**src/rtl/i2a_pkg.sv**
```systemverilog
// i2a_pkg: shared types, constants and helpers for the integer to ASCII formatter.
// No dependencies; used by every module under rtl/.
package i2a_pkg;

	localparam int unsigned VAL_W     = 16;
	localparam int unsigned NUM_DIGITS = 5;
	localparam int unsigned BCD_W     = 4 * NUM_DIGITS;
	localparam int unsigned NUM_CELLS = VAL_W;
	localparam int unsigned MAX_CHARS = 6;
	localparam int unsigned CNT_W     = 3;

	localparam logic [7:0] CH_MINUS = 8'h2D;
	localparam logic [7:0] CH_ZERO  = 8'h30;
	localparam logic [7:0] CH_UPPER_A = 8'h41;

	typedef enum logic [1:0] {
		OP_SDEC = 2'd0,
		OP_UDEC = 2'd1,
		OP_HEXB = 2'd2,
		OP_HEXW = 2'd3
	} op_t;

	typedef struct packed {
		op_t              op;
		logic             neg;
		logic [VAL_W-1:0] value;
		logic [VAL_W-1:0] mag;
		logic [BCD_W-1:0] bcd;
	} stage_t;

	function automatic logic [7:0] hex_char(input logic [3:0] nib);
		logic [7:0] ch;
		if (nib < 4'd10) begin
			ch = CH_ZERO + {4'd0, nib};
		end else begin
			ch = CH_UPPER_A + {4'd0, nib - 4'd10};
		end
		return ch;
	endfunction

endpackage

```
**src/rtl/i2a_cell.sv**
```systemverilog
// i2a_cell: one shift-and-add-3 step of the binary to BCD chain, registered.
// Depends on i2a_pkg.
module i2a_cell (
	input  logic            clk,
	input  logic            arst_n,
	input  logic            adv,
	input  logic            in_valid,
	input  i2a_pkg::stage_t in_data,
	output logic            out_valid,
	output i2a_pkg::stage_t out_data
);

	i2a_pkg::stage_t          nxt;
	logic [i2a_pkg::BCD_W-1:0] adj;
	logic                     valid_q;
	i2a_pkg::stage_t          data_q;

	always_comb begin
		for (int i = 0; i < i2a_pkg::NUM_DIGITS; i++) begin
			if (in_data.bcd[4*i +: 4] >= 4'd5) begin
				adj[4*i +: 4] = in_data.bcd[4*i +: 4] + 4'd3;
			end else begin
				adj[4*i +: 4] = in_data.bcd[4*i +: 4];
			end
		end
		nxt       = in_data;
		nxt.bcd   = {adj[i2a_pkg::BCD_W-2:0], in_data.mag[i2a_pkg::VAL_W-1]};
		nxt.mag   = {in_data.mag[i2a_pkg::VAL_W-2:0], 1'b0};
	end

	always_ff @(posedge clk or negedge arst_n) begin
		if (!arst_n) begin
			valid_q <= 1'b0;
		end else if (adv) begin
			valid_q <= in_valid;
		end
	end

	always_ff @(posedge clk) begin
		if (adv) begin
			data_q <= nxt;
		end
	end

	assign out_valid = valid_q;
	assign out_data  = data_q;

endmodule

```
**src/rtl/i2a_serial.sv**
```systemverilog
// i2a_serial: builds the character run from the chain's result and sends it out
// one character per transfer. Depends on i2a_pkg.
module i2a_serial (
	input  logic            clk,
	input  logic            arst_n,
	input  logic            in_valid,
	input  i2a_pkg::stage_t in_data,
	output logic            load_ok,
	output logic [7:0]      character,
	output logic            last,
	output logic            valid,
	input  logic            stall
);

	logic [7:0]                chars_q [i2a_pkg::MAX_CHARS];
	logic [i2a_pkg::CNT_W-1:0] rem_q;
	logic [7:0]                seq [i2a_pkg::MAX_CHARS];
	logic [i2a_pkg::CNT_W-1:0] cnt;
	logic [3:0]                dig [i2a_pkg::NUM_DIGITS];
	logic [2:0]                lz;
	logic [2:0]                off;
	logic [3:0]                pos;
	logic [3:0]                j;
	logic                      xfer;
	logic                      load;

	always_comb begin
		for (int i = 0; i < i2a_pkg::NUM_DIGITS; i++) begin
			dig[i] = in_data.bcd[4*(i2a_pkg::NUM_DIGITS-1-i) +: 4];
		end
		priority if (dig[0] != 4'd0) begin
			lz = 3'd0;
		end else if (dig[1] != 4'd0) begin
			lz = 3'd1;
		end else if (dig[2] != 4'd0) begin
			lz = 3'd2;
		end else if (dig[3] != 4'd0) begin
			lz = 3'd3;
		end else begin
			lz = 3'd4;
		end
		off = {2'd0, in_data.neg};
		for (int p = 0; p < i2a_pkg::MAX_CHARS; p++) begin
			seq[p] = i2a_pkg::CH_ZERO;
		end
		cnt = '0;
		pos = '0;
		j   = '0;
		unique case (in_data.op)
			i2a_pkg::OP_SDEC, i2a_pkg::OP_UDEC: begin
				if (in_data.neg) begin
					seq[0] = i2a_pkg::CH_MINUS;
				end
				for (int p = 0; p < i2a_pkg::MAX_CHARS; p++) begin
					pos = 4'(p) + {1'b0, lz};
					j   = pos - {1'b0, off};
					if (4'(p) >= {1'b0, off} && j < 4'(i2a_pkg::NUM_DIGITS)) begin
						seq[p] = i2a_pkg::hex_char(dig[j[2:0]]);
					end
				end
				cnt = 3'(i2a_pkg::NUM_DIGITS) - lz + off;
			end
			i2a_pkg::OP_HEXB: begin
				seq[0] = i2a_pkg::hex_char(in_data.value[7:4]);
				seq[1] = i2a_pkg::hex_char(in_data.value[3:0]);
				cnt    = 3'd2;
			end
			i2a_pkg::OP_HEXW: begin
				seq[0] = i2a_pkg::hex_char(in_data.value[15:12]);
				seq[1] = i2a_pkg::hex_char(in_data.value[11:8]);
				seq[2] = i2a_pkg::hex_char(in_data.value[7:4]);
				seq[3] = i2a_pkg::hex_char(in_data.value[3:0]);
				cnt    = 3'd4;
			end
			default: begin
				cnt = '0;
			end
		endcase
	end

	assign valid   = (rem_q != '0);
	assign last    = (rem_q == 3'd1);
	assign xfer    = valid && !stall;
	assign load_ok = (rem_q == '0) || (last && !stall);
	assign load    = in_valid && load_ok;
	assign character = chars_q[0];

	always_ff @(posedge clk or negedge arst_n) begin
		if (!arst_n) begin
			rem_q <= '0;
		end else if (load) begin
			rem_q <= cnt;
		end else if (xfer) begin
			rem_q <= rem_q - 3'd1;
		end
	end

	always_ff @(posedge clk) begin
		if (load) begin
			for (int p = 0; p < i2a_pkg::MAX_CHARS; p++) begin
				chars_q[p] <= seq[p];
			end
		end else if (xfer) begin
			for (int p = 0; p < i2a_pkg::MAX_CHARS - 1; p++) begin
				chars_q[p] <= chars_q[p+1];
			end
		end
	end

endmodule

```
**src/rtl/integer_to_ascii_formatter_unit.sv**
```systemverilog
// integer_to_ascii_formatter_unit: top level; a 16-cell binary to BCD chain
// feeding the character serialiser. Depends on i2a_pkg, i2a_cell, i2a_serial.
//
//   channel | signals                      | direction | per transfer
//   item    | item_valid item_stall op value | in      | one value and mode
//   char    | char_valid char_stall character last | out | one ASCII character
//
// A value passes through the 16 cells of the chain (one shift step per cell),
// then leaves as 1 to 6 characters, one per cycle while char_stall is low; a
// value is taken every cycle while the chain has room, so over time values are
// taken no faster than their runs leave the serialiser's single output register.
// Reset clears only valid flags and the run counter. The chain moves only while
// its last cell is empty or the serialiser can take it; otherwise item_stall rises.
module integer_to_ascii_formatter_unit (
	input  logic        clk,
	input  logic        arst_n,
	input  logic        item_valid,
	output logic        item_stall,
	input  logic [1:0]  op,
	input  logic [15:0] value,
	output logic        char_valid,
	input  logic        char_stall,
	output logic [7:0]  character,
	output logic        last
);

	logic            stg_valid [i2a_pkg::NUM_CELLS+1];
	i2a_pkg::stage_t stg_data  [i2a_pkg::NUM_CELLS+1];
	logic            load_ok;
	logic            adv;

	always_comb begin
		stg_valid[0]      = item_valid;
		stg_data[0].op    = i2a_pkg::op_t'(op);
		stg_data[0].neg   = (i2a_pkg::op_t'(op) == i2a_pkg::OP_SDEC) && value[15];
		stg_data[0].value = value;
		stg_data[0].mag   = stg_data[0].neg ? 16'(~value + 16'd1) : value;
		stg_data[0].bcd   = '0;
	end

	assign adv        = !stg_valid[i2a_pkg::NUM_CELLS] || load_ok;
	assign item_stall = !adv;

	for (genvar g = 0; g < i2a_pkg::NUM_CELLS; g++) begin : g_cell
		i2a_cell u_cell (
			.clk       (clk),
			.arst_n    (arst_n),
			.adv       (adv),
			.in_valid  (stg_valid[g]),
			.in_data   (stg_data[g]),
			.out_valid (stg_valid[g+1]),
			.out_data  (stg_data[g+1])
		);
	end

	i2a_serial u_serial (
		.clk       (clk),
		.arst_n    (arst_n),
		.in_valid  (stg_valid[i2a_pkg::NUM_CELLS]),
		.in_data   (stg_data[i2a_pkg::NUM_CELLS]),
		.load_ok   (load_ok),
		.character (character),
		.last      (last),
		.valid     (char_valid),
		.stall     (char_stall)
	);

	a_run_unbroken: assert property (@(posedge clk) disable iff (!arst_n)
		(char_valid && !char_stall && !last) |=> char_valid)
		else $error("character run broken before its last character");

	a_stall_needs_full_chain: assert property (@(posedge clk) disable iff (!arst_n)
		item_stall |-> stg_valid[i2a_pkg::NUM_CELLS])
		else $error("input stalled with an empty chain end");

	a_mag_drained: assert property (@(posedge clk) disable iff (!arst_n)
		stg_valid[i2a_pkg::NUM_CELLS] |-> (stg_data[i2a_pkg::NUM_CELLS].mag == '0))
		else $error("binary bits left after the last cell");

	a_bcd_digits: assert property (@(posedge clk) disable iff (!arst_n)
		stg_valid[i2a_pkg::NUM_CELLS] |->
			(stg_data[i2a_pkg::NUM_CELLS].bcd[3:0] <= 4'd9) &&
			(stg_data[i2a_pkg::NUM_CELLS].bcd[7:4] <= 4'd9) &&
			(stg_data[i2a_pkg::NUM_CELLS].bcd[11:8] <= 4'd9) &&
			(stg_data[i2a_pkg::NUM_CELLS].bcd[15:12] <= 4'd9) &&
			(stg_data[i2a_pkg::NUM_CELLS].bcd[19:16] <= 4'd9))
		else $error("BCD digit out of range at chain end");

endmodule

```
**config.mk**
```make
export PLATFORM = sky130hd
export DESIGN_NAME = integer_to_ascii_formatter_unit
export DESIGN_NICKNAME = d
export VERILOG_FILES = /design/src/rtl/i2a_pkg.sv /design/src/rtl/i2a_cell.sv /design/src/rtl/i2a_serial.sv /design/src/rtl/integer_to_ascii_formatter_unit.sv
export SDC_FILE = /design/constraint.sdc
export NUM_CORES = 1
export LEC_CHECK = 0
export ABC_AREA = 0
export BUFFER_PORTS_ARGS = -buffer_cell sky130_fd_sc_hd__buf_2
export CORE_ASPECT_RATIO = 1.1
export CORE_MARGIN = 2
export CORE_UTILIZATION = 35
export CTS_BUF_LIST = sky130_fd_sc_hd__clkbuf_4 sky130_fd_sc_hd__clkbuf_8
export DETAILED_ROUTE_END_ITERATION = 10
export GPL_ROUTABILITY_DRIVEN = 0
export SYNTH_ARGS = -nofsm -noshare
export SYNTH_HDL_FRONTEND = slang
export SYNTH_SLANG_ARGS = --single-unit
```
**constraint.sdc**
```tcl
create_clock -name clk -period 19.45 [get_ports clk]
set_input_delay 1.945 -clock clk [delete_from_list [all_inputs] [get_ports clk]]
set_output_delay 1.945 -clock clk [all_outputs]
set_load 0.005 [all_outputs]
```
==> key figures, run 1 <==
GRT
  – Largest net degree at the start of global routing: 216
  – Initial antenna violation count: 0
  – First-pass GRT wire length: 68,100 um
  – GRT Util Overall: 0.107
  – Vias in the first global route: 14,219
  – Gr ovfl total: 0

Die
  – Starting Density: 0.355
  – Die width: 267 um
  – Die extent in y: 293 um
  – Core ar.: 74,900 sq um
  – Ports: 33
  – Die area: 78,100 sq um
  – Rows: 105

STA
  – Setup TNS Final: 0 ns
  – Tmin final: 5.94 ns
  – Final Cycle Share: 0.305
  – FMAX: 168 MHz
  – RSZ-0062 raised after global routing: no
  – Relative slew slack: 0.219
  – Final Setup Violations: 0
  – Clock Skew: 0.0434 ns
  – Final Max Tran Viols: 0
  – Hold Vio Cnt, Final: 0
  – Least-Margin Pin Slew: 1.17 ns

Synthesis
  – Cell taking the most area after synthesis: edfxtp_1
  – Post-Syn Area: 26,600 sq um
  – Post-synth EDFFs: 620
  – Top cell type's share of synthesized area: 0.701
  – Mapped Avg Cell Area: 15.0 sq um
  – Area contributors post-synth: edfxtp_1, ha_1, nand2_1
  – Asr flop ratio synth: 0.0297
  – Syn Inst Count: 1,773
  – Yosys warning total: 0
  – Seq cells post-synth: 639
  – Syn_nets: 1,914
  – Count of different cell masters after synthesis: 77
  – Register area share after synthesis: 0.719
  – Ys flop type: edfxtp_1

Hold path
  – Hold Crit Class: flip-flop to flip-flop
  – Hold depth: 0

Final layout
  – Most frequent cells in the layout: edfxtp_1, nand2_1, ha_1
  – Seq. cell area: 19,100 sq um
  – Area Overhead vs Synth: 12.4%
  – Area of the multi-input gates: 6920 sq um
  – Commonest non-fill, non-tap cell in the layout: edfxtp_1
  – Fin nets: 2,029
  – Fillers: 6,858
  – Proportion of layout cells with a drive suffix above 1: 0.123
  – ANT cells: 0

Clock network
  – Reg clk slew, reported paths: 0.07 ns
  – CTS Hold Bufs: 0
  – CTS tree: built
  – CTS buffer count: 101
  – Number of H-tree levels: 3
  – Postcts setup bufs: 0
  – Clock Root Buffer: clkbuf_8
  – Max Root-Sink Buffers: 3
  – Resize count post-CTS: 0
  – Clk_lat worst skew: 0.69 ns
  – Clock Sinks: 639

Critical path
  – R2R depth: 8
  – Reg2reg start: u_serial.rem_q[0]$_DFFE_PN0P_
  – Req. time, crit path: 19.75 ns
  – Setup crit end: g_cell[10].u_cell.out_data[7]$_DFFE_PN_
  – CP most frequent cell: buf_4
  – Crit Path Class: input pin to flip-flop
  – Reg-to-reg endpoint: g_cell[10].u_cell.out_data[7]$_DFFE_PN_
  – Crit path from: char_stall
  – CP Launch Type: input pin
  – Worst EP arrival: 6.24 ns
  – Worst reg-to-reg setup slack: 14.29 ns
  – CP Max Fanout: 84
  – Crit path capture type: flip-flop
  – Crit path max-delay cell type: buf_4
  – Cell Chain, Critical Path: buf_2, inv_1, a21oi_1, o21ai_4, buf_4, buf_4, buf_4, buf_4
  – Max incr delay on CP: 0.88 ns

Drt
  – Highest metal used: met4
  – Drt total wl: 41,100 um
  – Met3 wire length: 1800 um
  – Post-route DRC: 0
  – Vias: 13,733
  – Wire per inst: 14.1 um
  – First DRT Iteration DRCs: 924
  – 1st-pass router iterations: 7
  – Antenna-violating nets left: 0
  – Vias per inst: 4.70
  – Met1 WL: 16,200 um
  – DR WL met2: 21,600 um

Place
  – Dpl hpwl: 26,700 um
  – Buffers added on ports: 31

Outcome
  – Status: completed

Run
  – Number of max-cap violations: 0
==> stage by stage <==
stage / area (sq um) / util / cells / hold slack, ns / setup slack (ns)
6_report: 29900 / 0.399 / 2921 / 0.397 / 13.51
2_1_floorplan: 26600 / - / 1773 / 0.400 / 0.0646
5_1_grt: 29900 / 0.399 / 2921 / 0.405 / 13.07
3_3_place_gp: 27900 / 0.372 / 2748 / 0.400 / 12.83
3_5_place_dp: 27900 / 0.372 / 2748 / 0.405 / 12.71
4_1_cts: 29900 / 0.399 / 2921 / 0.395 / 13.49
==> Yosys cell counts, drive strengths merged, types with 7 or more instances <==
library cell and n:
a21oi 89, a221oi 8, a2bb2oi 7, a31oi 10, and3 8, buf 10
clkbuf 19, dfrtp 19, edfxtp 620, ha 117, inv 115, mux2i 45
mux4 18, nand2 227, nand2b 71, nor2 86, nor2b 13, nor3 8
o211ai 7, o21ai 106, xnor2 55, xor2 22
==> sequential cells by signal, summed over array words and instances, names as in the netlist <==
| signal | flops |
|---|---|
| u_serial.chars_q | 42 |
| g_cell.u_cell.out_data | 578 |
| g_cell.u_cell.out_valid | 16 |
| u_serial.rem_q | 3 |
==> final cells by class <==
class / instances / area share
Clock buffer: 145 / 0.0587
Clock inverter: 28 / 0.00717
Inverter: 115 / 0.0145
Multi-Input combinational cell: 990 / 0.232
Sequential cell: 639 / 0.639
Tap cell: 963 / 0.0404
Timing Repair Buffer: 41 / 0.00813
==> worst max-delay path: cells and delay by family <==
kind	cells	cell delay, ns
compound gates	2	0.65
buf+inv	6	3.43
==> cells by family (layout without fill, tap and decap cells) <==
kind of cell | Yosys count | in the layout | share of synthesized area
DFF | 639 | 639 | 0.719
and+or+nand+nor | 449 | 449 | 0.0785
AOI/OAI and AO/OA | 277 | 277 | 0.0635
buffers and inverters | 144 | 329 | 0.0213
adders and majority gates | 119 | 119 | 0.0566
xor gates and xnor gates | 77 | 77 | 0.0261
muxes | 67 | 67 | 0.0352
other | 1 | 1 | 0.000141
==> metal layers <==
metal | vias to the layer above | track usage
met5 | - | 0
met4 | 0 | 0.0473
met3 | 119 | 0.0256
met2 | 287 | 0.194
met1 | 6621 | 0.118
li1 | 6706 | -
==> how the worst min path moves through the flow <==
stage                                             startpoint                                        to  slack (ns)
detailed placement   g_cell[9].u_cell.out_data[36]$_DFFE_PN_  g_cell[10].u_cell.out_data[36]$_DFFE_PN_        0.40
finish              g_cell[14].u_cell.out_data[54]$_DFFE_PN_  g_cell[15].u_cell.out_data[54]$_DFFE_PN_        0.40
floorplan            g_cell[9].u_cell.out_data[35]$_DFFE_PN_   g_cell[10].u_cell.out_data[0]$_DFFE_PN_        0.40
CTS                 g_cell[14].u_cell.out_data[38]$_DFFE_PN_  g_cell[15].u_cell.out_data[38]$_DFFE_PN_        0.40
global placement     g_cell[7].u_cell.out_data[40]$_DFFE_PN_   g_cell[8].u_cell.out_data[40]$_DFFE_PN_        0.40
global route        g_cell[14].u_cell.out_data[54]$_DFFE_PN_  g_cell[15].u_cell.out_data[54]$_DFFE_PN_        0.41
Power of run 1 is not shown: default switching activity piles up to over one toggle a cycle in this logic, so the estimate is an artifact.
==> run 2: changes to the inputs <==
--- a/config.mk
+++ b/config.mk
@@ -5,7 +5,7 @@
 export SDC_FILE = /design/constraint.sdc
 export NUM_CORES = 1
 export LEC_CHECK = 0
-export ABC_AREA = 0
+export ABC_AREA = 1
 export BUFFER_PORTS_ARGS = -buffer_cell sky130_fd_sc_hd__buf_2
 export CORE_ASPECT_RATIO = 1.1
 export CORE_MARGIN = 2
==> constraint.sdc (replaced) <==
create_clock -name clk -period 4.8 [get_ports clk]
set_input_delay 0.48 -clock clk [delete_from_list [all_inputs] [get_ports clk]]
set_output_delay 0.48 -clock clk [all_outputs]
set_load 0.005 [all_outputs]
==> run 2 against run 1 <==
Clock skew fell by 0.013 ns. Die area barely moved. Utilization rose by 0.33 points. Critical path depth rose by 8. Highest routed layer unchanged.
==> key figures, run 2 <==
Drt
  – Vias per inst: 4.59 (was 4.70)
  – Vias: 14,578 (was 13,733)
  – Highest metal used: met4 (unchanged)
  – Wire per inst: 13.0 um (was 14.1 um)
  – 1st-pass router iterations: 5 (was 7)
  – First DRT Iteration DRCs: 954 (was 924)
  – Met3 wire length: 1790 um (was 1800 um)
  – DR WL met2: 20,800 um (was 21,600 um)
  – Drt total wl: 41,400 um (was 41,100 um)
  – Post-route DRC: 0 (unchanged)
  – Met1 WL: 17,100 um (was 16,200 um)
  – Antenna-violating nets left: 0 (unchanged)

Synthesis
  – Mapped Avg Cell Area: 13.3 sq um (was 15.0 sq um)
  – Seq cells post-synth: 639 (unchanged)
  – Asr flop ratio synth: 0.0297 (unchanged)
  – Area contributors post-synth: edfxtp_1, ha_1, nand2_1 (unchanged)
  – Register area share after synthesis: 0.719 (about the same)
  – Cell taking the most area after synthesis: edfxtp_1 (unchanged)
  – Syn_nets: 2,140 (was 1,914)
  – Count leader, synth: edfxtp_1 (unchanged)
  – Ys flop type: edfxtp_1 (unchanged)
  – Yosys warning total: 0 (unchanged)
  – Synth cell count leaders: edfxtp_1, nand2_1, inv_1, nor2_1, ha_1 (was edfxtp_1, nand2_1, ha_1, inv_1, o21ai_0)
  – Post-synth EDFFs: 620 (unchanged)
  – Top cell type's share of synthesized area: 0.701 (about the same)
  – Count of different cell masters after synthesis: 56 (was 77)
  – Syn Inst Count: 1,999 (was 1,773)
  – Post-Syn Area: 26,600 sq um (about the same)

STA
  – FMAX: 267 MHz
  – Setup TNS Final: 0 ns (unchanged)
  – Final Cycle Share: 0.781
  – Tmin final: 3.75 ns
  – Hold Vio Cnt, Final: 0 (unchanged)
  – Final Setup Violations: 0 (unchanged)
  – Hold Slack: 0.268 ns (was 0.397 ns)
  – Clock Skew: 0.0299 ns (was 0.0434 ns)
  – Least-Margin Pin Slew: 1.24 ns (was 1.17 ns)
  – RSZ-0062 raised after global routing: no (unchanged)
  – Relative slew slack: 0.172 (was 0.219)
  – Final Max Tran Viols: 0 (unchanged)

Critical path
  – Req. time, crit path: 5.23 ns (was 19.75 ns)
  – CP Max Fanout: 31 (was 84)
  – Worst EP arrival: 4.18 ns (was 6.24 ns)
  – Crit path capture type: flip-flop (unchanged)
  – Crit Path Class: flip-flop to flip-flop (was input pin to flip-flop)
  – CP Launch Type: flip-flop (was input pin)

Die
  – Die width: 267 um (about the same)
  – Die extent in y: 293 um (about the same)
  – Die area: 78,100 sq um (about the same)
  – Ports: 33 (unchanged)
  – Core ar.: 74,900 sq um (unchanged)
  – Starting Density: 0.355 (about the same)
  – Rows: 105 (unchanged)

Clock network
  – Reg clk slew, reported paths: 0.06 ns (was 0.07 ns)
  – Postcts setup bufs: 0 (unchanged)
  – CTS tree: built (unchanged)
  – CTS Hold Bufs: 20 (was 0)
  – Number of H-tree levels: 3 (unchanged)
  – CTS buffer count: 100 (was 101)
  – Resize count post-CTS: 0 (unchanged)
  – Clock Root Buffer: clkbuf_8 (unchanged)
  – Max Root-Sink Buffers: 3 (unchanged)
  – Clk_lat worst skew: 0.70 ns (was 0.69 ns)
  – Clock Sinks: 639 (unchanged)

Hold path
  – Hold Crit Class: input pin to async pin (was flip-flop to flip-flop)

Final layout
  – Finished Layout Cells: 3,177 (was 2,921)
  – Area Overhead vs Synth: 13.3% (was 12.4%)
  – Fin nets: 2,283 (was 2,029)
  – Commonest non-fill, non-tap cell in the layout: edfxtp_1 (unchanged)
  – Proportion of layout cells with a drive suffix above 1: 0.130 (was 0.123)
  – Fillers: 6,808 (was 6,858)
  – Max reg flops: 578 (unchanged)
  – ANT cells: 0 (unchanged)
  – Most frequent cells in the layout: edfxtp_1, nand2_1, inv_1 (was edfxtp_1, nand2_1, ha_1)

GRT
  – Gr ovfl total: 0 (unchanged)
  – First-pass GRT wire length: 69,600 um (was 68,100 um)
  – GRT Util Overall: 0.108 (was 0.107)
  – Largest net degree at the start of global routing: 104 (was 216)
  – Vias in the first global route: 15,047 (was 14,219)
  – Initial antenna violation count: 0 (unchanged)

Place
  – Dpl hpwl: 27,200 um (was 26,700 um)
  – Buffers added on ports: 31 (unchanged)
  – Inst Count DP: 2,983 (was 2,748)

Outcome
  – Status: completed (unchanged)

Run
  – Number of max-cap violations: 0 (unchanged)
-- run 2: logic make-up (layout without fill, tap and decap cells) --
logic type	count (synthesis)	count (layout)	share of synthesized area
DFF	639	639	0.719
xor gates and xnor gates	62	62	0.0204
other	1	1	0.000141
and+or+nand+nor	577	577	0.0928
AOI/OAI and AO/OA	320	320	0.0699
buffers and inverters	280	495	0.0412
muxes	1	1	0.000424
adders and majority gates	119	119	0.0566
-- run 2: area by class of cell --
cell class | instances | area [sq um] | share of cell area
clock buffers | 131 | 1620 | 0.0539
clock inverters | 43 | 333 | 0.0111
inverters | 261 | 987 | 0.0328
multi-input cells | 1080 | 6380 | 0.212
flip-flops and latches | 639 | 19100 | 0.634
well taps | 963 | 1200 | 0.0400
repair buffers | 60 | 485 | 0.0161
-- run 2: path summary, 6_finish.rpt --
kind | slack, ns | to | startpoint | cells past startpoint
min in group clk | 0.41 | g_cell[5].u_cell.out_data[42]$_DFFE_PN_ | g_cell[4].u_cell.out_data[42]$_DFFE_PN_ | 0
worst min-delay path | 0.27 | g_cell[10].u_cell.out_valid$_DFFE_PN0N_ | arst_n | 2
max in group asynchronous | 4.23 | u_serial.rem_q[1]$_DFFE_PN0P_ | arst_n | 2
worst min register to register | 0.41 | g_cell[5].u_cell.out_data[42]$_DFFE_PN_ | g_cell[4].u_cell.out_data[42]$_DFFE_PN_ | 0
worst max register to register | 1.05 | u_serial.chars_q[4][3]$_DFFE_PP_ | g_cell[15].u_cell.out_data[18]$_DFFE_PN_ | 16
worst max-delay path | 1.05 | u_serial.chars_q[4][3]$_DFFE_PP_ | g_cell[15].u_cell.out_data[18]$_DFFE_PN_ | 16
-- run 2: routing by layer --
| metal | global-route usage | up-vias |
|---|---|---|
| li1 | - | 7241 |
| met3 | 0.0282 | 119 |
| met5 | 0 | - |
| met1 | 0.121 | 6910 |
| met4 | 0.0562 | 0 |
| met2 | 0.189 | 308 |
-- run 2: worst max-delay path, stage by stage (launching register included) --
cell	delay (ns)
edfxtp_1	0.43
nor2_1	0.11
nand2_1	0.16
a21oi_1	0.28
ha_1	0.81
inv_2	0.28
o21ai_1	0.36
nand2_1	0.10
nand3_1	0.11
o21ai_2	0.10
inv_1	0.09
ha_1	0.18
inv_1	0.08
nand3_1	0.10
nand2_1	0.07
o211ai_1	0.16
nand2_1	0.06
-- run 2: stage by stage --
stage                util  worst slack, ns  area, sq um
floorplan               -            0.476        26600
global placement    0.373             1.20        28000
detailed placement  0.373             1.09        28000
CTS                 0.402             1.07        30100
global route        0.402            0.639        30100
finish              0.402             1.05        30100
Power of run 2 is left out for the same reason.
==> run 3: changes to the inputs <==
==> constraint.sdc (replaced) <==
create_clock -name clk -period 3.5 [get_ports clk]
set_input_delay 0.35 -clock clk [delete_from_list [all_inputs] [get_ports clk]]
set_output_delay 0.35 -clock clk [all_outputs]
set_load 0.005 [all_outputs]
==> run 3 against run 2 <==
Final cell count grew 0.66%. Utilization grew 0.38 points. Global-route usage shrank 0.16 points. Clock skew grew 0.0031 ns. Sequential share of layout area shrank 0.59 points.
==> key figures, run 3 (synthesis results as in run 2) <==
Drt
  – Vias: 14,737 (was 14,578)
  – Vias per inst: 4.61 (was 4.59)
  – Wire per inst: 13.0 um (about the same)
  – Antenna-violating nets left: 0 (unchanged)
  – Post-route DRC: 0 (unchanged)
  – 1st-pass router iterations: 5 (unchanged)
  – Drt total wl: 41,500 um (was 41,400 um)
  – First DRT Iteration DRCs: 992 (was 954)

STA
  – FMAX: 303 MHz (was 267 MHz)
  – Clock Skew: 0.0330 ns (was 0.0299 ns)
  – Least-Margin Pin Slew: 0.649 ns (was 1.24 ns)
  – Tmin final: 3.30 ns (was 3.75 ns)
  – Relative slew slack: 0.563 (was 0.172)
  – Final Cycle Share: 0.941 (was 0.781)
  – Final Max Tran Viols: 0 (unchanged)
  – Hold Vio Cnt, Final: 0 (unchanged)
  – RSZ-0062 raised after global routing: yes (was no)
  – Final Setup Violations: 0 (unchanged)

Place
  – Dpl hpwl: 26,900 um (was 27,200 um)
  – Buffers added on ports: 31 (unchanged)
  – Inst Count DP: 2,993 (was 2,983)

Die
  – Die width: 267 um (unchanged)
  – Rows: 105 (unchanged)
  – Die extent in y: 293 um (unchanged)
  – Die area: 78,100 sq um (unchanged)
  – Ports: 33 (unchanged)
  – Core ar.: 74,900 sq um (unchanged)
  – Starting Density: 0.355 (unchanged)

Clock network
  – CTS buffer count: 102 (was 100)
  – Reg clk slew, reported paths: 0.06 ns (about the same)
  – Clock Sinks: 639 (unchanged)
  – Clock Root Buffer: clkbuf_8 (unchanged)
  – Number of H-tree levels: 3 (unchanged)
  – CTS tree: built (unchanged)
  – Clk_lat worst skew: 0.67 ns (was 0.70 ns)
  – Max Root-Sink Buffers: 3 (unchanged)

Final layout
  – Commonest non-fill, non-tap cell in the layout: edfxtp_1 (unchanged)
  – Most frequent cells in the layout: edfxtp_1, nand2_1, inv_1 (unchanged)
  – ANT cells: 0 (unchanged)
  – Max reg flops: 578 (unchanged)
  – Proportion of layout cells with a drive suffix above 1: 0.143 (was 0.130)
  – Area Overhead vs Synth: 14.4% (was 13.3%)
  – Fin nets: 2,301 (was 2,283)
  – Finished Layout Cells: 3,198 (was 3,177)

GRT
  – Vias in the first global route: 14,756 (was 15,047)
  – Initial antenna violation count: 0 (unchanged)
  – Largest net degree at the start of global routing: 113 (was 104)
  – First-pass GRT wire length: 68,500 um (was 69,600 um)
  – GRT Util Overall: 0.107 (was 0.108)
  – Gr ovfl total: 0 (unchanged)

Run
  – Number of max-cap violations: 0 (unchanged)

Critical path
  – CP Launch Type: flip-flop (unchanged)
  – Max incr delay on CP: 0.63 ns (was 0.81 ns)
  – Req. time, crit path: 3.90 ns (was 5.23 ns)
  – Crit path capture type: flip-flop (unchanged)
  – CP Max Fanout: 6 (was 31)
  – Cell Chain, Critical Path: nor2_1, nand2_2, nor2_8, inv_1, nor2_2, inv_2, ha_2, fa_2, nand2_1, o21ai_4, inv_1, ha_1, nor2_2, o21ai_1, o211ai_1, nand2_1 (was nor2_1, nand2_1, a21oi_1, ha_1, inv_2, o21ai_1, nand2_1, nand3_1, o21ai_2, inv_1, ha_1, inv_1, nand3_1, nand2_1, o211ai_1, nand2_1)
  – Worst EP arrival: 3.69 ns (was 4.18 ns)
  – Crit path max-delay cell type: fa_2 (was ha_1)
  – Crit Path Class: flip-flop to flip-flop (unchanged)

Hold path
  – Hold Crit Class: input pin to async pin (unchanged)

Outcome
  – Status: completed (unchanged)
==> run 3: cell type report <==
cell class / count / area [sq um]
clock inverters: 43 / 352
inverters: 261 / 992
repair buffers: 76 / 631
fillers: 6811 / 44500
multi-input cells: 1080 / 6440
well taps: 963 / 1200
clock buffers: 136 / 1680
flip-flops and latches: 639 / 19100
==> run 3: critical path, delay by kind of cell (launching register included) <==
kind	cells	cell delay [ns]
AOI/OAI and AO/OA	3	0.39
adders and majority gates	3	1.16
buffers and inverters	3	0.24
DFF	1	0.42
and+or+nand+nor	7	0.83
==> run 3: worst paths after layout <==
check	end	startpoint	cells after the start	slack (ns)
setup / recovery	u_serial.chars_q[4][2]$_DFFE_PP_	g_cell[15].u_cell.out_data[18]$_DFFE_PN_	16	0.20
max in group asynchronous	u_serial.rem_q[0]$_DFFE_PN0P_	arst_n	2	3.02
hold / removal	u_serial.rem_q[1]$_DFFE_PN0P_	arst_n	2	0.18
hold reg to reg	g_cell[7].u_cell.out_data[45]$_DFFE_PN_	g_cell[6].u_cell.out_data[45]$_DFFE_PN_	0	0.41
setup reg to reg	u_serial.chars_q[4][2]$_DFFE_PP_	g_cell[15].u_cell.out_data[18]$_DFFE_PN_	16	0.20
min in group clk	u_serial.chars_q[5][2]$_SDFFCE_PP0P_	char_stall	6	0.28
==> run 3: what timing repair did <==
action / CTS / global route
endpoints found under the hold margin: 48 / 0
hold buffers: 20 / 0
gates resized for setup: 1 / 19
buffers inserted: 0 / 6
endpoints found under the setup margin: 1 / 12
pin swaps: 0 / 5
==> run 3: per-stage QoR <==
stage	utilization	setup TNS (ns)	setup WS [ns]	instance area (sq um)	hold slack, ns
floorplan	-	0	0.191	26600	0.0544
global placement	0.375	0	0.162	28100	0.302
detailed placement	0.375	0	0.00533	28100	0.309
CTS	0.405	0	0.000809	30300	0.145
global route	0.406	-0.0669	-0.0511	30400	0.171
finish	0.406	0	0.205	30400	0.177
==> run 3: metal layers <==
| layer | vias up | global-route usage | part of all wire |
|---|---|---|---|
| li1 | 7291 | - | - |
| met2 | 342 | 0.186 | 0.51 |
| met5 | - | 0 | 0 |
| met3 | 125 | 0.0277 | 0.045 |
| met4 | 0 | 0.0545 | 0.041 |
| met1 | 6979 | 0.120 | 0.41 |
Power of run 3 is left out for the same reason.
